$ cat src/tcw_pkg.sv
package tcw_pkg;

    localparam int COLUMNS  = 80;
    localparam int LINES    = 25;
    localparam int TAB_STOP = 8;
    localparam int CELLS    = COLUMNS * LINES;

    localparam int COL_W  = 7;
    localparam int LINE_W = 5;
    localparam int ADDR_W = 11;
    localparam int CHAR_W = 8;
    localparam int ATTR_W = 8;
    localparam int CELL_W = CHAR_W + ATTR_W;
    localparam int MODE_W = 2;
    localparam int OP_W   = 2;

    localparam int Q_DEPTH = 2;
    localparam int Q_PTR_W = $clog2(Q_DEPTH);

    localparam int PADDR_W = 3;
    localparam int PDATA_W = 32;

    localparam logic [PADDR_W-3:0] REG_ATTR = '0;

    localparam logic [MODE_W-1:0] MODE_PUT   = 2'd0;
    localparam logic [MODE_W-1:0] MODE_CLEAR = 2'd1;
    localparam logic [MODE_W-1:0] MODE_MOVE  = 2'd2;
    localparam logic [MODE_W-1:0] MODE_READ  = 2'd3;

    localparam logic [OP_W-1:0] OP_NONE  = 2'd0;
    localparam logic [OP_W-1:0] OP_WRITE = 2'd1;
    localparam logic [OP_W-1:0] OP_READ  = 2'd2;
    localparam logic [OP_W-1:0] OP_CLEAR = 2'd3;

    localparam logic [CHAR_W-1:0] CH_BS    = 8'h08;
    localparam logic [CHAR_W-1:0] CH_TAB   = 8'h09;
    localparam logic [CHAR_W-1:0] CH_LF    = 8'h0A;
    localparam logic [CHAR_W-1:0] CH_CR    = 8'h0D;
    localparam logic [CHAR_W-1:0] CH_BLANK = 8'h20;

    localparam logic [ATTR_W-1:0] RESET_ATTR = 8'h0F;
    localparam logic [CELL_W-1:0] RESET_CELL = {RESET_ATTR, CH_BLANK};

    typedef struct packed {
        logic [MODE_W-1:0] mode;
        logic [CHAR_W-1:0] char_code;
        logic [COL_W-1:0]  target_column;
        logic [LINE_W-1:0] target_line;
    } req_t;

    typedef struct packed {
        logic [COL_W-1:0]  column_now;
        logic [LINE_W-1:0] line_now;
        logic [ADDR_W-1:0] cursor_offset;
        logic              cell_touched;
        logic [ADDR_W-1:0] cell_address;
        logic [CELL_W-1:0] cell_value;
        logic              scrolled;
    } res_t;

    typedef struct packed {
        logic [OP_W-1:0]   op;
        logic              scroll;
        logic [ATTR_W-1:0] attr;
        res_t              res;
    } cmd_t;

endpackage

$ cat src/tcw_front.sv
module tcw_front (
    input  logic                     clk,
    input  logic                     rst_n,
    input  logic                     start,
    input  tcw_pkg::req_t            req,
    input  logic [tcw_pkg::ATTR_W-1:0] attr,
    input  logic                     back_idle,
    input  logic                     q_empty,
    output logic                     busy,
    output logic                     push,
    output tcw_pkg::cmd_t            push_cmd
);
    import tcw_pkg::*;

    logic [COL_W-1:0]  col_reg;
    logic [COL_W-1:0]  col_next;
    logic [LINE_W-1:0] line_reg;
    logic [LINE_W-1:0] line_next;
    logic [COL_W:0]    col_x;
    logic [LINE_W:0]   line_x;
    logic [COL_W-1:0]  tgt_col;
    logic [LINE_W-1:0] tgt_line;
    logic [ADDR_W-1:0] cur_addr;
    logic [ADDR_W-1:0] tgt_addr;

    assign busy = !back_idle || !q_empty;
    assign push = start && !busy;

    assign tgt_col  = (req.target_column > COL_W'(COLUMNS - 1)) ?
                      COL_W'(COLUMNS - 1) : req.target_column;
    assign tgt_line = (req.target_line > LINE_W'(LINES - 1)) ?
                      LINE_W'(LINES - 1) : req.target_line;
    assign cur_addr = ADDR_W'(int'(line_reg) * COLUMNS + int'(col_reg));
    assign tgt_addr = ADDR_W'(int'(tgt_line) * COLUMNS + int'(tgt_col));

    always_comb
    begin
        col_x    = {1'b0, col_reg};
        line_x   = {1'b0, line_reg};
        push_cmd = '0;
        push_cmd.op   = OP_NONE;
        push_cmd.attr = attr;
        unique case (req.mode)
            MODE_PUT:
            begin
                unique case (req.char_code)
                    CH_CR:
                    begin
                        col_x = '0;
                    end
                    CH_TAB:
                    begin
                        col_x = (COL_W + 1)'((int'(col_reg) / TAB_STOP + 1) * TAB_STOP);
                    end
                    CH_LF:
                    begin
                        col_x  = '0;
                        line_x = line_x + 1'b1;
                    end
                    CH_BS:
                    begin
                        if (col_reg != '0)
                        begin
                            col_x = col_x - 1'b1;
                        end
                    end
                    default:
                    begin
                        if (req.char_code >= CH_BLANK)
                        begin
                            push_cmd.op               = OP_WRITE;
                            push_cmd.res.cell_touched = 1'b1;
                            push_cmd.res.cell_address = cur_addr;
                            push_cmd.res.cell_value   = {attr, req.char_code};
                            col_x = col_x + 1'b1;
                        end
                    end
                endcase
                if (col_x >= (COL_W + 1)'(COLUMNS))
                begin
                    col_x  = '0;
                    line_x = line_x + 1'b1;
                end
                if (line_x >= (LINE_W + 1)'(LINES))
                begin
                    line_x          = (LINE_W + 1)'(LINES - 1);
                    push_cmd.scroll = 1'b1;
                    push_cmd.res.scrolled = 1'b1;
                end
            end
            MODE_CLEAR:
            begin
                push_cmd.op = OP_CLEAR;
                col_x  = '0;
                line_x = '0;
            end
            MODE_MOVE:
            begin
                col_x  = {1'b0, tgt_col};
                line_x = {1'b0, tgt_line};
            end
            MODE_READ:
            begin
                push_cmd.op               = OP_READ;
                push_cmd.res.cell_touched = 1'b1;
                push_cmd.res.cell_address = tgt_addr;
            end
            default:
            begin
                push_cmd.op = OP_NONE;
            end
        endcase
        col_next  = col_x[COL_W-1:0];
        line_next = line_x[LINE_W-1:0];
        push_cmd.res.column_now    = col_next;
        push_cmd.res.line_now      = line_next;
        push_cmd.res.cursor_offset = ADDR_W'(int'(line_next) * COLUMNS + int'(col_next));
    end

    always_ff @(posedge clk or negedge rst_n)
    begin
        if (!rst_n)
        begin
            col_reg  <= '0;
            line_reg <= '0;
        end
        else if (push)
        begin
            col_reg  <= col_next;
            line_reg <= line_next;
        end
    end

endmodule

$ cat config.mk
export PLATFORM = sky130hd
export DESIGN_NAME = tcw_front
export DESIGN_NICKNAME = d
export VERILOG_FILES = /design/src/tcw_pkg.sv /design/src/tcw_front.sv
export SDC_FILE = /design/constraint.sdc
export NUM_CORES = 1
export LEC_CHECK = 0
export BUFFER_PORTS_ARGS = -buffer_cell sky130_fd_sc_hd__buf_2
export CORE_UTILIZATION = 48
export DETAILED_ROUTE_END_ITERATION = 6
export GPL_TIMING_DRIVEN = 0
export PLACE_DENSITY = 0.79
export SYNTH_ARGS = -nofsm -noshare
export SYNTH_HDL_FRONTEND = slang
export SYNTH_SLANG_ARGS = --single-unit
$ cat constraint.sdc
create_clock -name clk -period 4.83 [get_ports clk]
set_input_delay 0.483 -clock clk [delete_from_list [all_inputs] [get_ports clk]]
set_output_delay 0.483 -clock clk [all_outputs]
set_load 0.02 [all_outputs]
==> flow_summary.json <==
{
  "syn_area_per_cell_um2": 7.72,
  "cp_common_cell": "ha_4",
  "slew_headroom": 0.550,
  "antenna_left": 0,
  "critPathLaunchType": "flop",
  "antenna_found_initial": 0,
  "synth_area_leaders": "ha_1 (15%), dfrtp_1 (9.4%), xnor2_1 (5.2%), nand2_1 (4.5%), mux2_2 (4.2%)",
  "period_needed_ns": 5.46,
  "cts_tree": "yes",
  "critPathMaxStageDelay_ns": 0.55,
  "finalNonFillerCells": 636,
  "max_cap_viol_count": 0,
  "hold_class": "in2async",
  "areaGrowthSynthToFinish_pct": 41.8,
  "max_freq_mhz": 183,
  "synthesis.instances": 415,
  "clk_pin_slew_ns": 0.06,
  "cp_top_family": "simple AND/OR/NAND/NOR gates",
  "synth_top_area_cell": "ha_1",
  "place_hpwl_mm": 7.86,
  "cp_cell_sequence": "inv_2 -> ha_4 -> or4b_4 -> or2_4 -> nand4_4 -> nand3b_4 -> a211oi_4 -> buf_6 -> nor2_2 -> a21o_1 -> or3_4 -> a22oi_2 -> buf_4 -> ha_4 -> ha_4 -> inv_2 -> fa_2 -> nor3_1 -> a221oi_2 -> xnor2_2 -> buf_4",
  "leakagePower_uw": 0.00224,
  "largest_reg_flops": 7,
  "fin_util": 0.711,
  "cp_slowest_cell": "fa_2",
  "cts_num_sinks": 12,
  "synth-async-reset-ratio": 1.00,
  "hold_viol": 0,
  "die_area_um2": 7000,
  "cp-end-kind": "output port",
  "rows": 29,
  "clock_latency_ns": 0.25,
  "die_y_um": 83.7,
  "design_area_um2": 4540,
  "violations": "setup timing",
  "synthFlopType": "dfrtp_1",
  "htree_levels": 1,
  "clockBufferDepth": 2,
  "gp_congestion": 0.970,
  "die_w_um": 83.7,
  "final_net_count": 639,
  "vdd_drop_max_mv": 0.202,
  "period_share": 1.13,
  "drt_iter0_drc": 168,
  "rsz0062_at_grt": "yes",
  "multi_input_area_um2": 2910,
  "antennaDiodeCount": 0,
  "root_buffer": "clkbuf_8",
  "placed_cells": 591,
  "cp.required_ns": 4.35,
  "vias": 3822,
  "ios": 100,
  "tightest_slew_ns": 0.668,
  "grt_use_total": 0.302,
  "synth_warnings": 0,
  "skew_ns": 0.00368,
  "cp_max_fo": 6,
  "cp.arrival_ns": 4.98,
  "grt_pass1_vias": 3656,
  "worstSetupPathType": "reg2out",
  "port_buffers": 99,
  "grt_max_degree": 13,
  "cts_made_buffers": 3,
  "coreArea_um2": 6390,
  "setup_violations": 5,
  "fin_ws_ns": -0.629,
  "grt_pass1_wl_mm": 17.3,
  "syn_nets": 494,
  "drive_gt1_frac": 0.420,
  "ys_seq_area_frac": 0.0938,
  "drtPass1Iterations": 5,
  "powerDensity_nw_per_um2": 244,
  "overflow": 0,
  "status": "complete, but fails checks",
  "wl_mm": 11.0,
  "hold_buffers": 0,
  "synth_top_cell_area_share": 0.148,
  "synth_edf_count": 0,
  "ys_seq_elements": 12,
  "path_buf_inv": 5,
  "fillers": 493,
  "synth.distinct_cells": 71,
  "slew_violations": 0,
  "placed_area_um2": 3880,
  "drc": 0,
  "synth_area_um2": 3200,
  "via_per_inst": 6.01,
  "seq_area_um2": 303,
  "wl_per_cell_um": 17.3,
  "start_util": 0.502,
  "yosys-top-cells-count": "ha_1 (38), nand2_1 (38), nor2_1 (28), inv_1 (21), o21ai_0 (20)"
}
-- logic make-up after synthesis --
logic type	share of synthesized area
simple gates	0.263
xor+xnor	0.0848
buf+inv	0.0859
fa+ha+maj	0.186
compound gates	0.229
mux	0.0578
flops	0.0938
-- metrics by stage --
step | hold WS (ns) | setup WS, ns | total power, uW | TNS [ns]
2_1_floorplan | 0.187 | -0.429 | 643 | -0.889
3_3_place_gp | 0.386 | -0.833 | 797 | -2.29
5_1_grt | 0.125 | -0.806 | 1180 | -2.62
4_1_cts | 0.120 | -0.680 | 1020 | -2.29
3_5_place_dp | 0.389 | -0.950 | 818 | -2.83
6_report | 0.120 | -0.629 | 1110 | -1.81
-- cell type report --
type                            instances  area share
Clock buffer                            4      0.0121
Tap cell                               77      0.0212
Sequential cell                        12      0.0667
Buffer                                 35      0.0446
Inverter                               23      0.0196
Multi-Input combinational cell        345       0.641
Timing Repair Buffer                  140       0.194
-- per-layer routing --
metal / vias to the layer above / global-route usage / share of wire
li1: 1789 / - / -
met1: 1789 / 0.374 / 0.39
met2: 206 / 0.539 / 0.50
met3: 38 / 0.0297 / 0.063
met4: 0 / 0.111 / 0.043
met5: - / 0 / 0
-- what timing repair did --
item	in CTS	in global routing
setup endpoints to repair	6	6
resized for setup	38	29
buffers inserted	25	17
pin swaps	19	14
-- final timing paths --
check / startpoint / endpoint / slack, ns / cells past startpoint
setup reg to reg: col_reg[1]$_DFFE_PN0P_ / col_reg[5]$_DFFE_PN0P_ / 1.61 / 13
hold reg to reg: col_reg[0]$_DFFE_PN0P_ / col_reg[0]$_DFFE_PN0P_ / 0.68 / 3
hold / removal: rst_n / col_reg[6]$_DFFE_PN0P_ / 0.12 / 1
min in group clk: req[9] / col_reg[4]$_DFFE_PN0P_ / 0.68 / 3
max in group asynchronous: rst_n / col_reg[1]$_DFFE_PN0P_ / 4.45 / 1
setup / recovery: col_reg[1]$_DFFE_PN0P_ / push_cmd[39] / -0.63 / 21
-- worst register-to-register path, delay by kind of cell, from the launching register on --
family                   cells  cell delay, ns
buffers and inverters        3            0.39
AO/OA/AOI/OAI                5            0.99
flip-flops                   1            0.45
AND/OR/NAND/NOR              3            0.85
multiplexers                 1            0.28
adder cells (fa/ha/maj)      1            0.14
-- report_power, final --
group,switching (uW),internal (uW)
combinational,453,388
sequential,33.5,119
clock,44.0,72.3
-- cell usage in the layout (no fill, tap or decap), types with 4 or more instances in the layout --
master	netlist	layout
buf_2	1	90
buf_4	13	52
nand2_1	38	36
ha_1	38	31
nor2_1	28	28
o21ai_0	20	19
inv_1	21	17
clkbuf_1	18	17
and3_1	17	17
a21oi_1	19	17
xnor2_1	19	15
mux2_2	12	12
buf_6	1	11
xor2_1	12	11
a22oi_1	11	10
dfrtp_1	12	10
a21o_1	9	9
and2_1	9	9
nor3_1	10	8
nand3_1	8	7
nor2b_1	8	6
ha_4	0	6
a22o_1	5	5
a31oi_1	5	5
nand4_1	4	4
mux2i_1	5	4
inv_2	1	4
fa_1	6	4
clkbuf_8	0	4
No activity file was read; power rests on OpenSTA's default activity.
