### config.mk
export PLATFORM = sky130hd
export DESIGN_NAME = tcw_fifo
export DESIGN_NICKNAME = d
export VERILOG_FILES = /design/src/tcw_pkg.sv /design/src/tcw_fifo.sv
export SDC_FILE = /design/constraint.sdc
export NUM_CORES = 1
export LEC_CHECK = 0
export BUFFER_PORTS_ARGS = -buffer_cell sky130_fd_sc_hd__buf_2
export CAP_MARGIN = 20
export CORE_ASPECT_RATIO = 0.75
export CORE_UTILIZATION = 50
export CTS_CLUSTER_SIZE = 40
export DETAILED_ROUTE_END_ITERATION = 6
export PLACE_DENSITY = 0.81
export SYNTH_ARGS = -nofsm -noshare
export SYNTH_HDL_FRONTEND = slang
export SYNTH_SLANG_ARGS = --single-unit
### constraint.sdc
create_clock -name clk -period 4.11 [get_ports clk]
set_clock_uncertainty 0.05 [all_clocks]
set_input_delay 0.411 -clock clk [delete_from_list [all_inputs] [get_ports clk]]
set_output_delay 0.411 -clock clk [all_outputs]
set_load 0.005 [all_outputs]
### src/tcw_pkg.sv
package tcw_pkg;

    localparam int COLUMNS  = 80;
    localparam int LINES    = 25;
    localparam int TAB_STOP = 8;
    localparam int CELLS    = COLUMNS * LINES;

    localparam int COL_W  = 7;
    localparam int LINE_W = 5;
    localparam int ADDR_W = 11;
    localparam int CHAR_W = 8;
    localparam int ATTR_W = 8;
    localparam int CELL_W = CHAR_W + ATTR_W;
    localparam int MODE_W = 2;
    localparam int OP_W   = 2;

    localparam int Q_DEPTH = 2;
    localparam int Q_PTR_W = $clog2(Q_DEPTH);

    localparam int PADDR_W = 3;
    localparam int PDATA_W = 32;

    localparam logic [PADDR_W-3:0] REG_ATTR = '0;

    localparam logic [MODE_W-1:0] MODE_PUT   = 2'd0;
    localparam logic [MODE_W-1:0] MODE_CLEAR = 2'd1;
    localparam logic [MODE_W-1:0] MODE_MOVE  = 2'd2;
    localparam logic [MODE_W-1:0] MODE_READ  = 2'd3;

    localparam logic [OP_W-1:0] OP_NONE  = 2'd0;
    localparam logic [OP_W-1:0] OP_WRITE = 2'd1;
    localparam logic [OP_W-1:0] OP_READ  = 2'd2;
    localparam logic [OP_W-1:0] OP_CLEAR = 2'd3;

    localparam logic [CHAR_W-1:0] CH_BS    = 8'h08;
    localparam logic [CHAR_W-1:0] CH_TAB   = 8'h09;
    localparam logic [CHAR_W-1:0] CH_LF    = 8'h0A;
    localparam logic [CHAR_W-1:0] CH_CR    = 8'h0D;
    localparam logic [CHAR_W-1:0] CH_BLANK = 8'h20;

    localparam logic [ATTR_W-1:0] RESET_ATTR = 8'h0F;
    localparam logic [CELL_W-1:0] RESET_CELL = {RESET_ATTR, CH_BLANK};

    typedef struct packed {
        logic [MODE_W-1:0] mode;
        logic [CHAR_W-1:0] char_code;
        logic [COL_W-1:0]  target_column;
        logic [LINE_W-1:0] target_line;
    } req_t;

    typedef struct packed {
        logic [COL_W-1:0]  column_now;
        logic [LINE_W-1:0] line_now;
        logic [ADDR_W-1:0] cursor_offset;
        logic              cell_touched;
        logic [ADDR_W-1:0] cell_address;
        logic [CELL_W-1:0] cell_value;
        logic              scrolled;
    } res_t;

    typedef struct packed {
        logic [OP_W-1:0]   op;
        logic              scroll;
        logic [ATTR_W-1:0] attr;
        res_t              res;
    } cmd_t;

endpackage

### src/tcw_fifo.sv
module tcw_fifo (
    input  logic          clk,
    input  logic          rst_n,
    input  logic          push,
    input  tcw_pkg::cmd_t push_cmd,
    input  logic          pop,
    output tcw_pkg::cmd_t head,
    output logic          empty
);
    import tcw_pkg::*;

    cmd_t               slot_reg [Q_DEPTH];
    logic [Q_PTR_W-1:0] wr_ptr_reg;
    logic [Q_PTR_W-1:0] wr_ptr_next;
    logic [Q_PTR_W-1:0] rd_ptr_reg;
    logic [Q_PTR_W-1:0] rd_ptr_next;
    logic [Q_PTR_W:0]   count_reg;
    logic [Q_PTR_W:0]   count_next;

    assign empty = (count_reg == '0);
    assign head  = slot_reg[rd_ptr_reg];

    always_comb
    begin
        wr_ptr_next = wr_ptr_reg;
        rd_ptr_next = rd_ptr_reg;
        count_next  = count_reg;
        if (push)
        begin
            wr_ptr_next = (wr_ptr_reg == Q_PTR_W'(Q_DEPTH - 1)) ? '0 : wr_ptr_reg + 1'b1;
        end
        if (pop)
        begin
            rd_ptr_next = (rd_ptr_reg == Q_PTR_W'(Q_DEPTH - 1)) ? '0 : rd_ptr_reg + 1'b1;
        end
        if (push && !pop)
        begin
            count_next = count_reg + 1'b1;
        end
        else if (pop && !push)
        begin
            count_next = count_reg - 1'b1;
        end
    end

    always_ff @(posedge clk or negedge rst_n)
    begin
        if (!rst_n)
        begin
            wr_ptr_reg <= '0;
            rd_ptr_reg <= '0;
            count_reg  <= '0;
        end
        else
        begin
            wr_ptr_reg <= wr_ptr_next;
            rd_ptr_reg <= rd_ptr_next;
            count_reg  <= count_next;
        end
    end

    always_ff @(posedge clk)
    begin
        if (push)
        begin
            slot_reg[wr_ptr_reg] <= push_cmd;
        end
    end

    a_no_overflow: assert property (@(posedge clk) disable iff (!rst_n)
        push && !pop |-> count_reg != (Q_PTR_W + 1)'(Q_DEPTH))
        else $error("queue overflow");

    a_no_underflow: assert property (@(posedge clk) disable iff (!rst_n)
        pop |-> !empty)
        else $error("queue underflow");

endmodule

==> impl_metrics.toml, run 1 <==
[synthesis]
yosys.area.top_type = "edfxtp_1"
ys_seq_area_share_pct = 77.3
yosysUniqueCellTypes = 13
syn_inst = 211
syn_area_mm2 = 0.00503
synthesis.nets = 279
synthArstFlopShare_pct = 3.08
synth_seq_cells = 130
synth_area_leaders = "edfxtp_1 (75%), mux2_4 (18%), buf_12 (2.4%), dfrtp_1 (2.0%), mux2_2 (0.90%)"
syn_area_per_cell_um2 = 23.8
synth-edff-count = 126
synthTopCellsByCount = "edfxtp_1 (126), mux2_4 (59), buf_12 (6)"
synth-main-ff-cell = "edfxtp_1"
synth_most_common_cell = "edfxtp_1"
ys_warn_count = 0
synth_top_area_share_pct = 75.3

[clock_tree]
cts.sinks = 130
clk_pin_slew_worst_paths_ns = 0.05
clk_latency_ns = 0.40
cts_setup_buffers = 0
cts_tree = "yes"
root_buffer = "clkbuf_16"
clock_path_buffers = 2
htree_levels = 4
cts_inserted_buffers = 17

[sta]
tightestPinTransition_ns = 0.846
slew_headroom_pct = 43.6
finalHoldViolCount = 0
setup_viol = 0
maxSlewViolCount = 0
fmax_mhz = 398
fin_crit_sh_pct = 61.2
rsz0062_at_grt = "no"
fin_setup_tns_ns = 0
layout_min_cycle_time_ns = 2.51

[routing]
ant_nets = 0
wl_per_cell_um = 15.9
first_pass_iters = 4
viasPerCell = 4.83
drtIter0Drc = 134
wirelength_um = 7970
wl_met2_um = 3800
met3_length_um = 719
wirelength_met1_um = 3390
routed.top_layer = "met4"
drc_errors = 0
vias = 2416

[floorplanning]
fp.dieH_um = 88.8
num_rows = 31
num_io_pins = 131
initial_utilization_pct = 51.8
die_x_um = 118
core_mm2 = 0.00970
die-area_mm2 = 0.0105

[worst_setup_path]
cp-endpoint = "head[49]"
critical_path.top_delay_family = "flip-flops"
worst-path-buf-inv = 2
worstSetupPathType = "reg -> out"
critPathMaxFanout = 33
cp_slowest_cell = "dfrtp_4"
arrival_ns = 2.05
crit_required_ns = 3.65
worst-r2r-setup-slack_ns = 2.28
crit_path_end_kind = "output pin"
cp_cell_sequence = "buf_12 > mux2_2 > buf_2"
r2r-start = "wr_ptr_reg"
slowest_delay_ns = 0.80
reg2reg_depth = 3
r2r_end = "slot_reg[1][4]"
critPathLaunch = "rd_ptr_reg"
cp-start-kind = "flip-flop"
cp_num_cells = 3

[layout]
fin_nets = 426
fin_util_pct = 64.9
diodes = 0
area_growth_pct = 25.2
largest_reg_flops = 126
drive_above_1_share_pct = 60.6

[global_routing]
grt_pass1_wl_um = 11800
antenna_found_initial = 0
grt_pass1_vias = 2400
grt_start_max_net_pins = 65
grt_usage_pct = 15.9
overflow = 0

[placed_design]
hpwl_um = 5100
io_buffers = 130
place.gp.congestion = 0.757

[pwr]
p_per_area_mw_per_mm2 = 689
leakage_uw = 0.00257
ir_worst_vdd_mv = 0.361

[hold_path]
hp-class = "in -> reg"

[flow_run]
cap_violations = 0

[run_status]
status = "completed"
[routing by layer]
metal	vias to the layer above	global-route usage (%)
met5	-	0
met4	0	6.99
met3	7	8.76
met2	96	25.5
met1	1190	17.9
li1	1123	-
[through the flow]
stage	std cells	worst slack (ns)	instance area (um^2)	hold WS, ns	power, uW
after detailed placement	468	1.80	5740	0.171	3090
after global placement	468	1.86	5740	0.169	3060
after floorplan	211	0.365	5030	0.0654	2780
final	500	1.60	6290	0.149	4330
after global routing	500	1.50	6290	0.124	4530
after CTS	498	1.45	6250	0.129	4380
[power breakdown]
group | internal [uW] | total, uW | leakage, uW | switching, uW
registers | 1770 | 1920 | 0.00123 | 155
clock network | 807 | 1280 | 0.000248 | 471
logic | 676 | 1130 | 0.00109 | 458
[repair_timing]
item	in CTS	in global routing
hold endpoints to repair	4	0
hold buffers	1	0
resized for setup	0	0
[cell type report]
class | count | area, um^2
clock buffer | 20 | 437
clock inverter | 9 | 68.8
fill | 684 | 3400
inverter | 1 | 3.75
multi-input combinational | 73 | 1020
sequential | 130 | 3890
tap | 132 | 165
timing repair buffer | 135 | 716
[cells by family after synthesis]
| family | count (synthesis) | synth area share [%] |
|---|---|---|
| adder cells (fa/ha/maj) | 1 | 0.249 |
| XOR/XNOR | 5 | 0.871 |
| flip-flops | 130 | 77.3 |
| AND/OR/NAND/NOR | 4 | 0.399 |
| multiplexers | 63 | 18.5 |
| buffers and inverters | 8 | 2.69 |
[cell usage in the layout (no fill, tap or decap)]
master	netlist	final
and2_2	0	1
buf_12	6	2
buf_2	0	130
buf_4	0	2
bufinv_16	0	1
clkbuf_1	0	3
clkbuf_16	0	17
clkinv_1	0	3
clkinv_2	0	4
clkinvlp_4	0	1
dfrtp_1	4	3
dfrtp_4	0	1
dlygate4sd3_1	0	1
edfxtp_1	126	126
ha_1	1	1
inv_1	1	1
mux2_2	4	4
mux2_4	59	59
nor2_1	2	2
nor2b_4	0	1
xnor2_1	1	1
xor2_1	4	4
[how the worst min path moves through the flow]
stage / to / cells after the start / start / slack [ns]
2_1_floorplan: count_reg[0] / 0 / rst_n / 0.07
3_3_place_gp: wr_ptr_reg / 1 / rst_n / 0.17
3_5_place_dp: wr_ptr_reg / 1 / rst_n / 0.17
4_1_cts: slot_reg[1][25] / 1 / push_cmd[25] / 0.13
5_1_grt: slot_reg[0][25] / 1 / push_cmd[25] / 0.12
6_report: slot_reg[0][1] / 1 / push_cmd[1] / 0.15
No activity file was read; power rests on OpenSTA's default activity.
==> inputs of run 2 (changes only) <==
Clock period 4.11 ns to 2.4 ns, I/O delays scaled along.
==> run 2 against run 1 <==
- register-to-register slack lost 1.3 ns
- global-route usage grew 3.1 points
- clock power grew 87%
- final area grew 11%
- critical path depth is the same
- core utilization grew 7.1 points
- total power grew 79%
- via count grew 11%
- first-iteration DRC count grew 10%
- sequential power grew 69%
- sequential share of layout area shrank 6.1 points
- flip-flop and latch count is the same
==> impl_metrics.toml, run 2 (synthesis gave the netlist of run 1 again) <==
[worst_setup_path]
arrival_ns = 1.91
cp-start-kind = "flip-flop"
crit_path_end_kind = "output pin"
worstSetupPathType = "reg -> out"
crit_required_ns = 2.11
reg2reg_depth = 2
critPathMaxFanout = 21

[routing]
wl_per_cell_um = 16.5
vias = 2679
first_pass_iters = 4
viasPerCell = 4.71
drc_errors = 0
wirelength_um = 9370
drtIter0Drc = 148
ant_nets = 0

[floorplanning]
num_io_pins = 131
initial_utilization_pct = 51.8
num_rows = 31
die_x_um = 118
fp.dieH_um = 88.8
die-area_mm2 = 0.0105
core_mm2 = 0.00970

[pwr]
intPower_uw = 5760
p_sw_uw = 1980
p_sw_share_pct = 25.6
p_per_area_mw_per_mm2 = 1110
p_clk_share_pct = 31.0
seqPwrFrac_pct = 41.9
leakage_uw = 0.00285
ir_worst_vdd_mv = 0.692
p_comb_share_pct = 27.0
power.total_uw = 7740

[placed_design]
dpl_worst_slack_ns = 0.615
place_area_mm2 = 0.00578
place.gp.congestion = 0.710
hpwl_um = 5440
place_inst = 472
io_buffers = 130

[sta]
tightestPinTransition_ns = 0.442
fmax_mhz = 454
layout_min_cycle_time_ns = 2.20
setup_viol = 0
setup_slack_ns = 0.198
fin_setup_tns_ns = 0
slew_headroom_pct = 70.5
finalHoldViolCount = 0
maxSlewViolCount = 0
fin_crit_sh_pct = 91.8
rsz0062_at_grt = "no"

[clock_tree]
cts_resized = 0
clock_path_buffers = 2
clk_pin_slew_worst_paths_ns = 0.05
cts_setup_buffers = 0
cts_inserted_buffers = 17
cts_tree = "yes"
clk_latency_ns = 0.39
htree_levels = 4
root_buffer = "clkbuf_16"
cts.sinks = 130

[global_routing]
grt_usage_pct = 19.0
grt_pass1_vias = 2908
overflow = 0
grt_pass1_wl_um = 14300
antenna_found_initial = 0
grt_start_max_net_pins = 34

[run_status]
status = "completed"

[layout]
post-route-cell-area_mm2 = 0.00698
layout_commonest_cell = "buf_2"
fin_nets = 492
diodes = 0
area_growth_pct = 39.0
drive_above_1_share_pct = 52.2
final_cell_mix = "buf_2 (130), edfxtp_1 (126), dlygate4sd3_1 (65)"
stdcell_count = 569
largest_reg_flops = 126
nFillCells = 618

[hold_path]
hp-class = "in -> reg"
hold_depth = 2

[flow_run]
cap_violations = 0
-- run 2: metrics by stage --
step | util [%] | hold WS (ns)
2_1_floorplan | - | -0.106
3_3_place_gp | 59.6 | 0.00352
3_5_place_dp | 59.6 | 0.00499
4_1_cts | 72.0 | 0.00468
5_1_grt | 72.0 | 0.0228
6_report | 72.0 | 0.0236
-- run 2: layout make-up --
class | instances | area (um^2) | area share [%]
sequential | 130 | 3890 | 55.7
timing repair buffer | 201 | 1360 | 19.5
multi-input combinational | 73 | 1020 | 14.5
clock buffer | 20 | 437 | 6.25
tap | 132 | 165 | 2.36
clock inverter | 12 | 116 | 1.67
inverter | 1 | 3.75 | 0.0537
-- run 2: timing repair --
| action | 4_1_cts | 5_1_grt |
|---|---|---|
| setup endpoints to repair | 0 | 0 |
| hold endpoints to repair | 131 | 0 |
| hold buffers | 65 | 0 |
-- run 2: power by group through the flow --
stage / clock network, uW / registers [uW] / logic [uW]
after CTS: 2440 / 3250 / 2110
after detailed placement: 0 / 3290 / 2020
after global placement: 0 / 3260 / 2010
final: 2400 / 3250 / 2090
after global routing: 2550 / 3290 / 2250
after floorplan: 0 / 3170 / 1580
-- run 2: worst paths after layout --
check | slack (ns) | endpoint | start
hold / removal | 0.02 | wr_ptr_reg | push
setup / recovery | 0.20 | head[50] | rd_ptr_reg
min in group asynchronous | 0.14 | count_reg[1] | rst_n
setup reg to reg | 1.00 | slot_reg[1][48] | wr_ptr_reg
hold reg to reg | 0.42 | count_reg[1] | count_reg[1]
max in group asynchronous | 2.02 | rd_ptr_reg | rst_n
-- run 2: per-layer routing --
metal  track usage (%)  vias to the layer above  wire length [um]
met5                 0                        -                 0
met4              9.56                        0               111
met3              5.93                        9               576
met2              33.2                      105              4790
met1              21.7                     1308              3900
li1                  -                     1257                 -
-- run 2: critical path, stage by stage (launching register included) --
cell and delay (ns):
dfrtp_4 0.68, buf_4 0.32, mux2_2 0.37, buf_2 0.14
==> inputs of run 3 (changes only) <==
Settings changed: CTS_BUF_LIST set to sky130_fd_sc_hd__clkbuf_2.
==> run 3 against run 2 <==
- via count about the same
- wire length increased by 0.25%
- total power decreased by 14%
- final cell count increased by 1.6%
- core utilization decreased by 2.7 points
- combinational power increased by 8%
- sequential share of layout area increased by 2.2 points
- largest power group unchanged
==> impl_metrics.toml, run 3 (synthesis gave the netlist of run 1 again) <==
[worst_setup_path]
worstSetupPathType = "reg -> out"
cp_slowest_cell = "dfrtp_4"
slowest_delay_ns = 0.57
worst-r2r-setup-slack_ns = 1.00
reg2reg_depth = 2
cp-start-kind = "flip-flop"
cp_cell_sequence = "buf_4 > buf_6 > mux2_4 > buf_2"
critPathMaxFanout = 10
crit_required_ns = 2.11
arrival_ns = 1.92
crit_path_end_kind = "output pin"

[global_routing]
grt_pass1_wl_um = 14200
grt_busiest_layer = "met2"
grt_usage_pct = 18.8
antenna_found_initial = 0
grt_use_met2_pct = 34.4
grt_pass1_vias = 2872
overflow = 0
use_met3_pct = 7.28
grt_start_max_net_pins = 34
grt.met1_usage_pct = 21.3

[run_status]
status = "completed"

[floorplanning]
num_rows = 31
core_mm2 = 0.00970
die_x_um = 118
die-area_mm2 = 0.0105
num_io_pins = 131
fp.dieH_um = 88.8
initial_utilization_pct = 51.8

[sta]
layout_min_cycle_time_ns = 2.21
finalHoldViolCount = 0
setup_viol = 0
maxSlewViolCount = 0
fin_setup_tns_ns = 0
slew_headroom_pct = 70.8
rsz0062_at_grt = "no"
hold_ws_ns = 0.275
tightestPinTransition_ns = 0.437
fmax_mhz = 452
fin_crit_sh_pct = 92.3

[placed_design]
io_buffers = 130
place.gp.congestion = 0.710
hpwl_um = 5440

[pwr]
leakage_uw = 0.00277
intPower_uw = 4790
p_comb_share_pct = 34.0
p_per_area_mw_per_mm2 = 989
ir_worst_vdd_mv = 0.604
p_sw_uw = 1860
seqPwrFrac_pct = 47.6
p_sw_share_pct = 27.9
p_clk_share_pct = 18.4

[clock_tree]
cts.sinks = 130
clk_pin_slew_worst_paths_ns = 0.19
cts_tree = "yes"
cts_inserted_buffers = 17
clk_latency_ns = 0.61
clock_path_buffers = 2
htree_levels = 4
root_buffer = "clkbuf_2"
cts_resized = 0

[layout]
final_cell_mix = "buf_2 (130), edfxtp_1 (126), dlygate4sd3_1 (67)"
largest_reg_flops = 126
fin_nets = 501
layout_commonest_cell = "buf_2"
drive_above_1_share_pct = 53.4
diodes = 0
area_growth_pct = 33.8

[hold_path]
hold_depth = 2
hp-class = "in -> reg"

[routing]
vias = 2680
wirelength_um = 9400
drc_errors = 0
drtIter0Drc = 137
viasPerCell = 4.64
first_pass_iters = 4
ant_nets = 0
wl_per_cell_um = 16.3

[flow_run]
cap_violations = 0
[run 3: changes by cell type in the layout (fill, tap and decap cells not counted), sizes merged]
cell / before / now
dlygate4sd3: 65 / 67
buf: 136 / 143
[run 3: worst max-delay path: cells and delay by family, from the launching register on]
family	cells	cell delay (ns)
mux	1	0.30
flops	1	0.57
buf+inv	3	0.44
[run 3: per-layer routing]
layer / vias to the layer above / wire (um) / part of all wire, %
met5: - / 0 / 0
met4: 0 / 54 / 0.57
met3: 6 / 664 / 7.1
met2: 107 / 4950 / 53
met1: 1288 / 3730 / 40
li1: 1279 / - / -
[run 3: path summary, 6_finish.rpt]
check | startpoint | endpoint
setup / recovery | rd_ptr_reg | head[22]
hold / removal | push_cmd[58] | slot_reg[0][58]
setup reg to reg | wr_ptr_reg | slot_reg[1][48]
hold reg to reg | count_reg[1] | count_reg[1]
max in group asynchronous | rst_n | rd_ptr_reg
min in group asynchronous | rst_n | rd_ptr_reg
[run 3: metrics by stage]
| stage | util (%) | setup WS, ns | cell area, um^2 | instances | power (uW) |
|---|---|---|---|---|---|
| after global placement | 59.6 | 0.616 | 5780 | 472 | 5270 |
| after CTS | 68.9 | 0.00685 | 6680 | 572 | 6640 |
| final | 69.3 | 0.186 | 6720 | 578 | 6650 |
| after detailed placement | 59.6 | 0.615 | 5780 | 472 | 5320 |
| after floorplan | - | 0.0123 | 5030 | 211 | 4750 |
| after global routing | 69.3 | 0.0522 | 6720 | 578 | 6990 |
[run 3: final cells by class]
class | instances | area [um^2]
sequential | 130 | 3890
timing repair buffer | 210 | 1440
clock buffer | 20 | 100
clock inverter | 12 | 116
multi-input combinational | 73 | 1020
tap | 132 | 165
inverter | 1 | 3.75
fill | 660 | 2970
[run 3: what timing repair did]
action                                  CTS  global route
endpoints found under the setup margin   44            44
hold buffers                             67             0
hold endpoints to repair                133             0
setup buffers                             1             6
[run 3: power groups by stage]
stage,registers (uW),clock network [uW],logic [uW]
final,3170,1220,2260
after global routing,3210,1360,2430
after CTS,3200,1260,2180
after detailed placement,3290,0,2020
after global placement,3260,0,2010
after floorplan,3170,0,1580
